### config.mk
export PLATFORM = sky130hd
export DESIGN_NAME = text_to_integer_any_base
export DESIGN_NICKNAME = d
export VERILOG_FILES = /design/src/rtl/tia_pkg.sv /design/src/rtl/tia_symbol_match.sv /design/src/rtl/tia_alphabet_check.sv /design/src/rtl/tia_parse_core.sv /design/src/rtl/text_to_integer_any_base.sv
export SDC_FILE = /design/constraint.sdc
export NUM_CORES = 2
export LEC_CHECK = 0
export BUFFER_PORTS_ARGS = -buffer_cell sky130_fd_sc_hd__buf_4
export CORE_MARGIN = 5
export CORE_UTILIZATION = 55
export CTS_CLUSTER_DIAMETER = 80
export DETAILED_ROUTE_END_ITERATION = 8
export GPL_TIMING_DRIVEN = 0
export PLACE_DENSITY = 0.72
export SYNTH_ARGS = -nofsm -noshare
export SYNTH_HDL_FRONTEND = slang
export SYNTH_HIERARCHICAL = 1
export SYNTH_SLANG_ARGS = --single-unit
### constraint.sdc
create_clock -name clk_i -period 17.5 [get_ports clk_i]
set_input_delay 1.75 -clock clk_i [delete_from_list [all_inputs] [get_ports clk_i]]
set_output_delay 1.75 -clock clk_i [all_outputs]
set_load 0.01 [all_outputs]
### src/rtl/tia_pkg.sv
`timescale 1ns / 1ps
// ----------------------------------------------------------------------------
// tia_pkg: shared types and constants
// Beat payloads, symbol alphabet sizing, register indexes, character codes.
// ----------------------------------------------------------------------------
package tia_pkg;

  localparam int MaxSymbols = 16;
  localparam int SymPerWord = 8;
  localparam int IdxW       = $clog2(MaxSymbols);
  localparam int CountW     = 5;
  localparam int ValueW     = 64;
  localparam int CfgAddrW   = 2;

  // Register indexes of the configuration port
  localparam logic [CfgAddrW-1:0] CfgSymbolsLow  = 2'd0;
  localparam logic [CfgAddrW-1:0] CfgSymbolsHigh = 2'd1;
  localparam logic [CfgAddrW-1:0] CfgSymbolCount = 2'd2;

  // Character codes
  localparam logic [7:0] ChNul   = 8'h00;
  localparam logic [7:0] ChPlus  = 8'h2B;
  localparam logic [7:0] ChMinus = 8'h2D;
  localparam logic [7:0] ChSpace = 8'h20;
  localparam logic [7:0] ChTab   = 8'h09;
  localparam logic [7:0] ChLf    = 8'h0A;
  localparam logic [7:0] ChVt    = 8'h0B;
  localparam logic [7:0] ChFf    = 8'h0C;
  localparam logic [7:0] ChCr    = 8'h0D;

  typedef logic [MaxSymbols-1:0][7:0] sym_arr_t;

  typedef struct packed {
    logic [7:0] character;
    logic       last;
  } in_t;

  typedef struct packed {
    logic signed [ValueW-1:0] value;
    logic                     base_ok;
  } out_t;

  // Classification of one character against the alphabet
  typedef struct packed {
    logic            hit;
    logic [IdxW-1:0] idx;
    logic            space;
    logic            sign;
    logic            minus;
  } match_t;

  function automatic logic is_space(input logic [7:0] c);
    return (c == ChSpace) || (c == ChTab) || (c == ChLf) ||
           (c == ChVt) || (c == ChFf) || (c == ChCr);
  endfunction

  function automatic logic is_sign(input logic [7:0] c);
    return (c == ChPlus) || (c == ChMinus);
  endfunction

endpackage

### src/rtl/tia_symbol_match.sv
`timescale 1ns / 1ps
// ----------------------------------------------------------------------------
// tia_symbol_match: character classifier
// Parallel compare against all symbols in use; lowest matching index wins.
// ----------------------------------------------------------------------------
module tia_symbol_match
  import tia_pkg::*;
(
  input  logic [7:0]        char_i,
  input  sym_arr_t          syms_i,
  input  logic [CountW-1:0] used_i,
  output match_t            match_o
);

  always_comb begin
    match_o       = '0;
    match_o.space = is_space(char_i);
    match_o.sign  = is_sign(char_i);
    match_o.minus = (char_i == ChMinus);
    // scan downward so the lowest index is left standing
    for (int i = MaxSymbols - 1; i >= 0; i--) begin
      if ((CountW'(i) < used_i) && (syms_i[i] == char_i)) begin
        match_o.hit = 1'b1;
        match_o.idx = IdxW'(i);
      end
    end
  end

endmodule

### src/rtl/tia_alphabet_check.sv
`timescale 1ns / 1ps
// ----------------------------------------------------------------------------
// tia_alphabet_check: alphabet validity
// Count in range, no zero, sign or whitespace symbol, no duplicates.
// ----------------------------------------------------------------------------
module tia_alphabet_check
  import tia_pkg::*;
(
  input  sym_arr_t          syms_i,
  input  logic [CountW-1:0] count_i,
  output logic              ok_o
);

  logic [MaxSymbols-1:0] bad;

  always_comb begin
    for (int i = 0; i < MaxSymbols; i++) begin
      bad[i] = (syms_i[i] == ChNul) || is_sign(syms_i[i]) || is_space(syms_i[i]);
      for (int j = 0; j < i; j++) begin
        if (syms_i[j] == syms_i[i]) bad[i] = 1'b1;
      end
      // only symbols in use count
      if (CountW'(i) >= count_i) bad[i] = 1'b0;
    end
  end

  assign ok_o = (count_i >= CountW'(2)) && (count_i <= CountW'(MaxSymbols)) && !(|bad);

endmodule

### src/rtl/tia_parse_core.sv
`timescale 1ns / 1ps
// ----------------------------------------------------------------------------
// tia_parse_core: parse state and accumulator
// Phase, sign and running value; one multiply-add per digit beat.
// ----------------------------------------------------------------------------
module tia_parse_core
  import tia_pkg::*;
(
  input  logic              clk_i,
  input  logic              rst_ni,
  input  logic              fire_i,
  input  in_t               data_i,
  input  match_t            match_i,
  input  logic [CountW-1:0] radix_i,
  output logic [ValueW-1:0] value_o
);

  typedef enum logic [1:0] {
    PhSpace,
    PhSign,
    PhDigit,
    PhStop
  } phase_e;

  phase_e            phase_q, phase_d;
  logic              neg_q, neg_d;
  logic [ValueW-1:0] acc_q, acc_d;
  logic [ValueW-1:0] take;
  logic              is_nul;
  logic              ends;
  logic              neg_f;
  logic [ValueW-1:0] acc_f;

  assign take   = (acc_q * ValueW'(radix_i)) + ValueW'(match_i.idx);
  assign is_nul = (data_i.character == ChNul);
  assign ends   = is_nul || data_i.last;

  always_comb begin
    phase_d = phase_q;
    neg_d   = neg_q;
    acc_d   = acc_q;
    case (phase_q)
      PhSpace: begin
        if (match_i.space) begin
          phase_d = PhSpace;
        end else if (match_i.sign) begin
          if (match_i.minus) neg_d = !neg_q;
          phase_d = PhSign;
        end else if (match_i.hit) begin
          acc_d   = take;
          phase_d = PhDigit;
        end else begin
          phase_d = PhStop;
        end
      end
      PhSign: begin
        if (match_i.sign) begin
          if (match_i.minus) neg_d = !neg_q;
        end else if (match_i.hit) begin
          acc_d   = take;
          phase_d = PhDigit;
        end else begin
          phase_d = PhStop;
        end
      end
      PhDigit: begin
        if (match_i.hit) acc_d = take;
        else phase_d = PhStop;
      end
      default: begin
        phase_d = PhStop;
      end
    endcase
  end

  // a NUL beat ends the string without being parsed
  assign neg_f   = is_nul ? neg_q : neg_d;
  assign acc_f   = is_nul ? acc_q : acc_d;
  assign value_o = neg_f ? (ValueW'(0) - acc_f) : acc_f;

  always_ff @(posedge clk_i or negedge rst_ni) begin
    if (!rst_ni) begin
      phase_q <= PhSpace;
      neg_q   <= 1'b0;
      acc_q   <= '0;
    end else if (fire_i) begin
      if (ends) begin
        phase_q <= PhSpace;
        neg_q   <= 1'b0;
        acc_q   <= '0;
      end else begin
        phase_q <= phase_d;
        neg_q   <= neg_d;
        acc_q   <= acc_d;
      end
    end
  end

endmodule

### src/rtl/text_to_integer_any_base.sv
`timescale 1ns / 1ps
// ----------------------------------------------------------------------------
// text_to_integer_any_base: signed integer parser over a custom digit alphabet
// A beat is first held in the input register and parsed from there; its
// result, if any, is captured in the result register as it is parsed.
// Throughput: one character per cycle, except that a string-ending beat waits
// for a free result slot; set by the accumulator's multiply-add (value * radix + index).
// Reset: asynchronous, clears parse state, pipeline valids and configuration registers.
// ----------------------------------------------------------------------------
module text_to_integer_any_base
  import tia_pkg::*;
(
  input  logic                clk_i,
  input  logic                rst_ni,
  // configuration writes
  input  logic                cfg_we_i,
  input  logic [CfgAddrW-1:0] cfg_addr_i,
  input  logic [ValueW-1:0]   cfg_wdata_i,
  // character beats in
  input  logic                in_valid_i,
  output logic                in_ready_o,
  input  in_t                 in_data_i,
  // result beats out
  output logic                out_valid_o,
  input  logic                out_ready_i,
  output out_t                out_data_o
);

  // --------------------------------------------------------------------------
  // Configuration registers
  // --------------------------------------------------------------------------
  logic [ValueW-1:0] sym_low_q;
  logic [ValueW-1:0] sym_high_q;
  logic [CountW-1:0] count_q;

  always_ff @(posedge clk_i or negedge rst_ni) begin
    if (!rst_ni) begin
      sym_low_q  <= '0;
      sym_high_q <= '0;
      count_q    <= '0;
    end else if (cfg_we_i) begin
      case (cfg_addr_i)
        CfgSymbolsLow:  sym_low_q  <= cfg_wdata_i;
        CfgSymbolsHigh: sym_high_q <= cfg_wdata_i;
        CfgSymbolCount: count_q    <= cfg_wdata_i[CountW-1:0];
        default: begin
          // unmapped index: drop the write
        end
      endcase
    end
  end

  // symbol 0 sits in the lowest byte of the low word
  sym_arr_t          syms;
  logic [CountW-1:0] used;

  assign syms = {sym_high_q, sym_low_q};
  // a count above the alphabet size saturates for matching and radix
  assign used = (count_q > CountW'(MaxSymbols)) ? CountW'(MaxSymbols) : count_q;

  // --------------------------------------------------------------------------
  // Input register: hold one beat ahead of the parser
  // --------------------------------------------------------------------------
  logic s1_valid_q;
  in_t  s1_data_q;
  logic s1_emit;
  logic s1_fire;
  logic out_free;

  assign out_free   = !out_valid_o || out_ready_i;
  // beats that end a string need a free result slot, others always advance
  assign s1_emit    = s1_data_q.last || (s1_data_q.character == ChNul);
  assign s1_fire    = s1_valid_q && (!s1_emit || out_free);
  assign in_ready_o = !s1_valid_q || s1_fire;

  always_ff @(posedge clk_i or negedge rst_ni) begin
    if (!rst_ni) begin
      s1_valid_q <= 1'b0;
    end else if (in_ready_o) begin
      s1_valid_q <= in_valid_i;
    end
  end

  always_ff @(posedge clk_i) begin
    if (in_ready_o && in_valid_i) begin
      s1_data_q <= in_data_i;
    end
  end

  // --------------------------------------------------------------------------
  // Classify, check alphabet, advance parse state
  // --------------------------------------------------------------------------
  match_t            match;
  logic              base_ok;
  logic [ValueW-1:0] value;

  tia_symbol_match u_match (
    .char_i  (s1_data_q.character),
    .syms_i  (syms),
    .used_i  (used),
    .match_o (match)
  );

  tia_alphabet_check u_check (
    .syms_i  (syms),
    .count_i (count_q),
    .ok_o    (base_ok)
  );

  tia_parse_core u_core (
    .clk_i   (clk_i),
    .rst_ni  (rst_ni),
    .fire_i  (s1_fire),
    .data_i  (s1_data_q),
    .match_i (match),
    .radix_i (used),
    .value_o (value)
  );

  // --------------------------------------------------------------------------
  // Result register
  // --------------------------------------------------------------------------
  logic out_valid_q;
  out_t out_data_q;

  always_ff @(posedge clk_i or negedge rst_ni) begin
    if (!rst_ni) begin
      out_valid_q <= 1'b0;
    end else if (s1_fire && s1_emit) begin
      out_valid_q <= 1'b1;
    end else if (out_ready_i) begin
      out_valid_q <= 1'b0;
    end
  end

  always_ff @(posedge clk_i) begin
    if (s1_fire && s1_emit) begin
      out_data_q.value   <= $signed(value);
      out_data_q.base_ok <= base_ok;
    end
  end

  assign out_valid_o = out_valid_q;
  assign out_data_o  = out_data_q;

  // --------------------------------------------------------------------------
  // Assertions
  // --------------------------------------------------------------------------
  // back-pressure on the input only when a beat is parked
  a_ready_holds: assert property (@(posedge clk_i) disable iff (!rst_ni)
    !in_ready_o |-> s1_valid_q)
    else $error("input stalled with empty input register");

  // a string end always lands in the result register
  a_emit_lands: assert property (@(posedge clk_i) disable iff (!rst_ni)
    s1_fire && s1_emit |=> out_valid_o)
    else $error("string end produced no result beat");

  // a valid alphabet implies a symbol count in range
  a_ok_range: assert property (@(posedge clk_i) disable iff (!rst_ni)
    base_ok |-> (count_q >= CountW'(2)) && (count_q <= CountW'(MaxSymbols)))
    else $error("alphabet reported valid with count out of range");

endmodule
==> flow_metrics.tcl <==
set metrics [dict create \
    cts_max_level 2 \
    synthArstFlopShare_pct 73.2 \
    reg2reg_depth 26 \
    setup_viol 0 \
    die-area_sq_um 80300 \
    start_util_pct 55.3 \
    dp_hpwl_microns 129000 \
    p_per_area_nw_per_um2 95.6 \
    rsz0062_at_grt "false" \
    hold_path_depth 2 \
    synth_top_area_cell "xnor2_1" \
    ant_nets 0 \
    relSlewSlack_pct -11.7 \
    worstHoldPathType "register to register" \
    hold_viol 0 \
    synth_edf_count 74 \
    critPathBufInv 8 \
    routedWlPerCell_microns 28.8 \
    ctsResizeCount 0 \
    track_usage_pct 41.1 \
    violations "capacitance limit, slew limit" \
    path_delay_family "simple AND/OR/NAND/NOR gates" \
    path_max_fanout 10 \
    cp.arrival_ns 11.84 \
    synth-compound-area-share_pct 11.0 \
    rr_startpoint "count_q[4]$_DFFE_PN0P_" \
    drt_wl_total_microns 172000 \
    vias 38700 \
    period_needed_ns 11.54 \
    register_area_sq_um 7280 \
    netlist_top_cells_area "xnor2_1 (16%), dfrtp_1 (12%), xor2_1 (9.9%), fa_1 (8.9%), edfxtp_1 (5.4%)" \
    syn-mean-instance-area_sq_um 8.61 \
    ys_ff_latch 276 \
    ctsHoldBuffers 0 \
    max_stage_delay_ns 1.34 \
    worst_slew_pin_slew_ns 1.66 \
    startpoint_type "register" \
    core_area_sq_um 74300 \
    nFillCells 6614 \
    p_leak_nw 18.7 \
    route.detailed.drc 0 \
    end_kind "register" \
    synth-main-ff-cell "dfrtp_1" \
    fin_tns_setup_ns 0 \
    fp.dieW_microns 283 \
    clkLatencyLatePin_ns 0.59 \
    synth_mux_area_share_pct 5.38 \
    cts_max_path_buffers 3 \
    cts_sinks 276 \
    finalMaxSlewViolations 29 \
    syn_area_sq_um 41100 \
    row_count 100 \
    antenna_found_initial 6 \
    yosys_warnings 6 \
    worstSetupPathType "register to register" \
    worst_clock_skew_ns 0.0625 \
    synth_xor_area_share_pct 26.1 \
    synth.distinct_cells 103 \
    syn_inst 4778 \
    worstSetupStartpoint "count_q[4]$_DFFE_PN0P_" \
    clk_pin_slew_ns 0.06 \
    fmax_mhz 86.7 \
    cts_setup_buffers 0 \
    grt_pass1_wl_microns 251000 \
    min_period_over_period_pct 65.9 \
    globalRouteOverflowTotal 0 \
    drt_pass1_iterations 9 \
    cts_tree "yes" \
    netlist_top_cells_count "xnor2_1 (756), xor2_1 (466), inv_1 (338)" \
    vias_per_cell 6.48 \
    yosys.area.top_type_share_pct 16.1 \
    pin_count 147 \
    first_global_vias 37900 \
    portBuffers 146 \
    min-delay-start "u_core/acc_q[63]$_DFFE_PN0P_" \
    grt_max_degree 110 \
    synth_top_family_by_area "XOR/XNOR gates" \
    ys_seq_area_share_pct 17.7 \
    utilization_pct 60.6 \
    clock-root-buffer "clkbuf_16" \
    drive_gt1_share_pct 14.9 \
    path_depth 26 \
    peakVddDrop_v 0.000115 \
    first_iter_violations 4668 \
    synthAdderAreaFrac_pct 12.7 \
    gp_congestion 1.04 \
    syn2layout_area_growth_pct 9.48 \
    yosysMostFrequentCell "xnor2_1" \
    required_ns 17.80 \
    multi_input_area_sq_um 30300 \
    status "complete, but fails checks" \
    synth-simple-area-share_pct 18.4 \
    die_height_microns 283 \
    critPathSlowestCell "nor4_1" \
    max_cap_violations 3 \
    cts_buffers 38 \
    syn_nets 5167 \
    layout.nets 5361 \
]
## routing by layer
layer  up-vias  GRT usage, %  part of all wire (%)
li1      16500             -                     -
met1     18700          50.9                    37
met2      2641          63.1                    43
met3       820          9.97                    11
met4         2          28.7                   9.0
met5         -             0                 0.015
## layout by cell type, fill, tap and decap left out, types with 124 or more instances in the layout
cell,n
xor2_1,466
and2_1,301
o21ai_0,124
ha_1,127
buf_2,231
fa_1,182
xnor2_1,755
buf_4,200
a21oi_1,183
nand2_1,227
nand4_1,214
dfrtp_1,202
nor2_1,235
nor4_1,140
inv_1,338
## where the power goes
| part | leakage, nW | internal, W | switching (W) | total, W |
|---|---|---|---|---|
| registers | 3.23 | 0.000747 | 0.000108 | 0.000856 |
| clock network | 0.690 | 0.000567 | 0.000336 | 0.000902 |
| logic | 14.8 | 0.000945 | 0.00160 | 0.00255 |
## worst reg2reg max path, delay by kind of cell, from the launching register on
kind,cells,cell delay [ns]
AOI/OAI and AO/OA,4,0.92
DFF,1,0.52
and+or+nand+nor,12,5.23
adders and majority gates,1,0.16
buffers and inverters,8,4.24
xor gates and xnor gates,1,0.21
## final cells by class
| cell class | instances | share of cell area (%) |
|---|---|---|
| well taps | 969 | 2.69 |
| plain buffers | 412 | 5.16 |
| multi-input cells | 3751 | 67.2 |
| inverters | 339 | 2.83 |
| clock buffers | 41 | 2.14 |
| repair buffers | 154 | 2.71 |
| clock inverters | 27 | 1.02 |
| diodes | 11 | 0.0611 |
| flip-flops and latches | 276 | 16.2 |
## worst paths after layout
kind                                           endpoint  slack [ns]
max                            out_data_o[61]$_DFFE_PP_        5.96
min                        u_core/acc_q[63]$_DFFE_PN0P_        0.51
min reg2reg                u_core/acc_q[63]$_DFFE_PN0P_        0.51
max reg2reg                    out_data_o[61]$_DFFE_PP_        5.96
min in group asynchronous    sym_high_q[35]$_DFFE_PN0P_        1.22
max in group asynchronous  u_core/acc_q[30]$_DFFE_PN0P_       15.26
## sequential cells by signal, indices dropped and copies added (netlist names)
signal	cells
u_core/phase_q	2
count_q	5
s1_valid_q	1
u_core/neg_q	1
out_data_o	65
sym_high_q	64
sym_low_q	64
s1_data_q	9
out_valid_o	1
u_core/acc_q	64
## metrics by stage
step | area [sq um] | hold WS, ns | power (W) | cells | setup slack (ns)
after floorplan | 41100 | 0.472 | 0.00257 | 4778 | 10.65
final | 45000 | 0.513 | 0.00430 | 5980 | 5.96
after detailed placement | 43600 | 0.500 | 0.00330 | 5901 | 6.84
after CTS | 45000 | 0.513 | 0.00421 | 5969 | 6.81
after global routing | 45000 | 0.545 | 0.00445 | 5969 | 6.14
after global placement | 43400 | 0.489 | 0.00326 | 5893 | 6.38
## cell families after synthesis
kind of cell / count (synthesis)
xor+xnor: 1224
compound gates: 665
flops: 276
mux: 178
buf+inv: 751
simple gates: 1375
fa+ha+maj: 309
(Power assumes the default switching activity.)
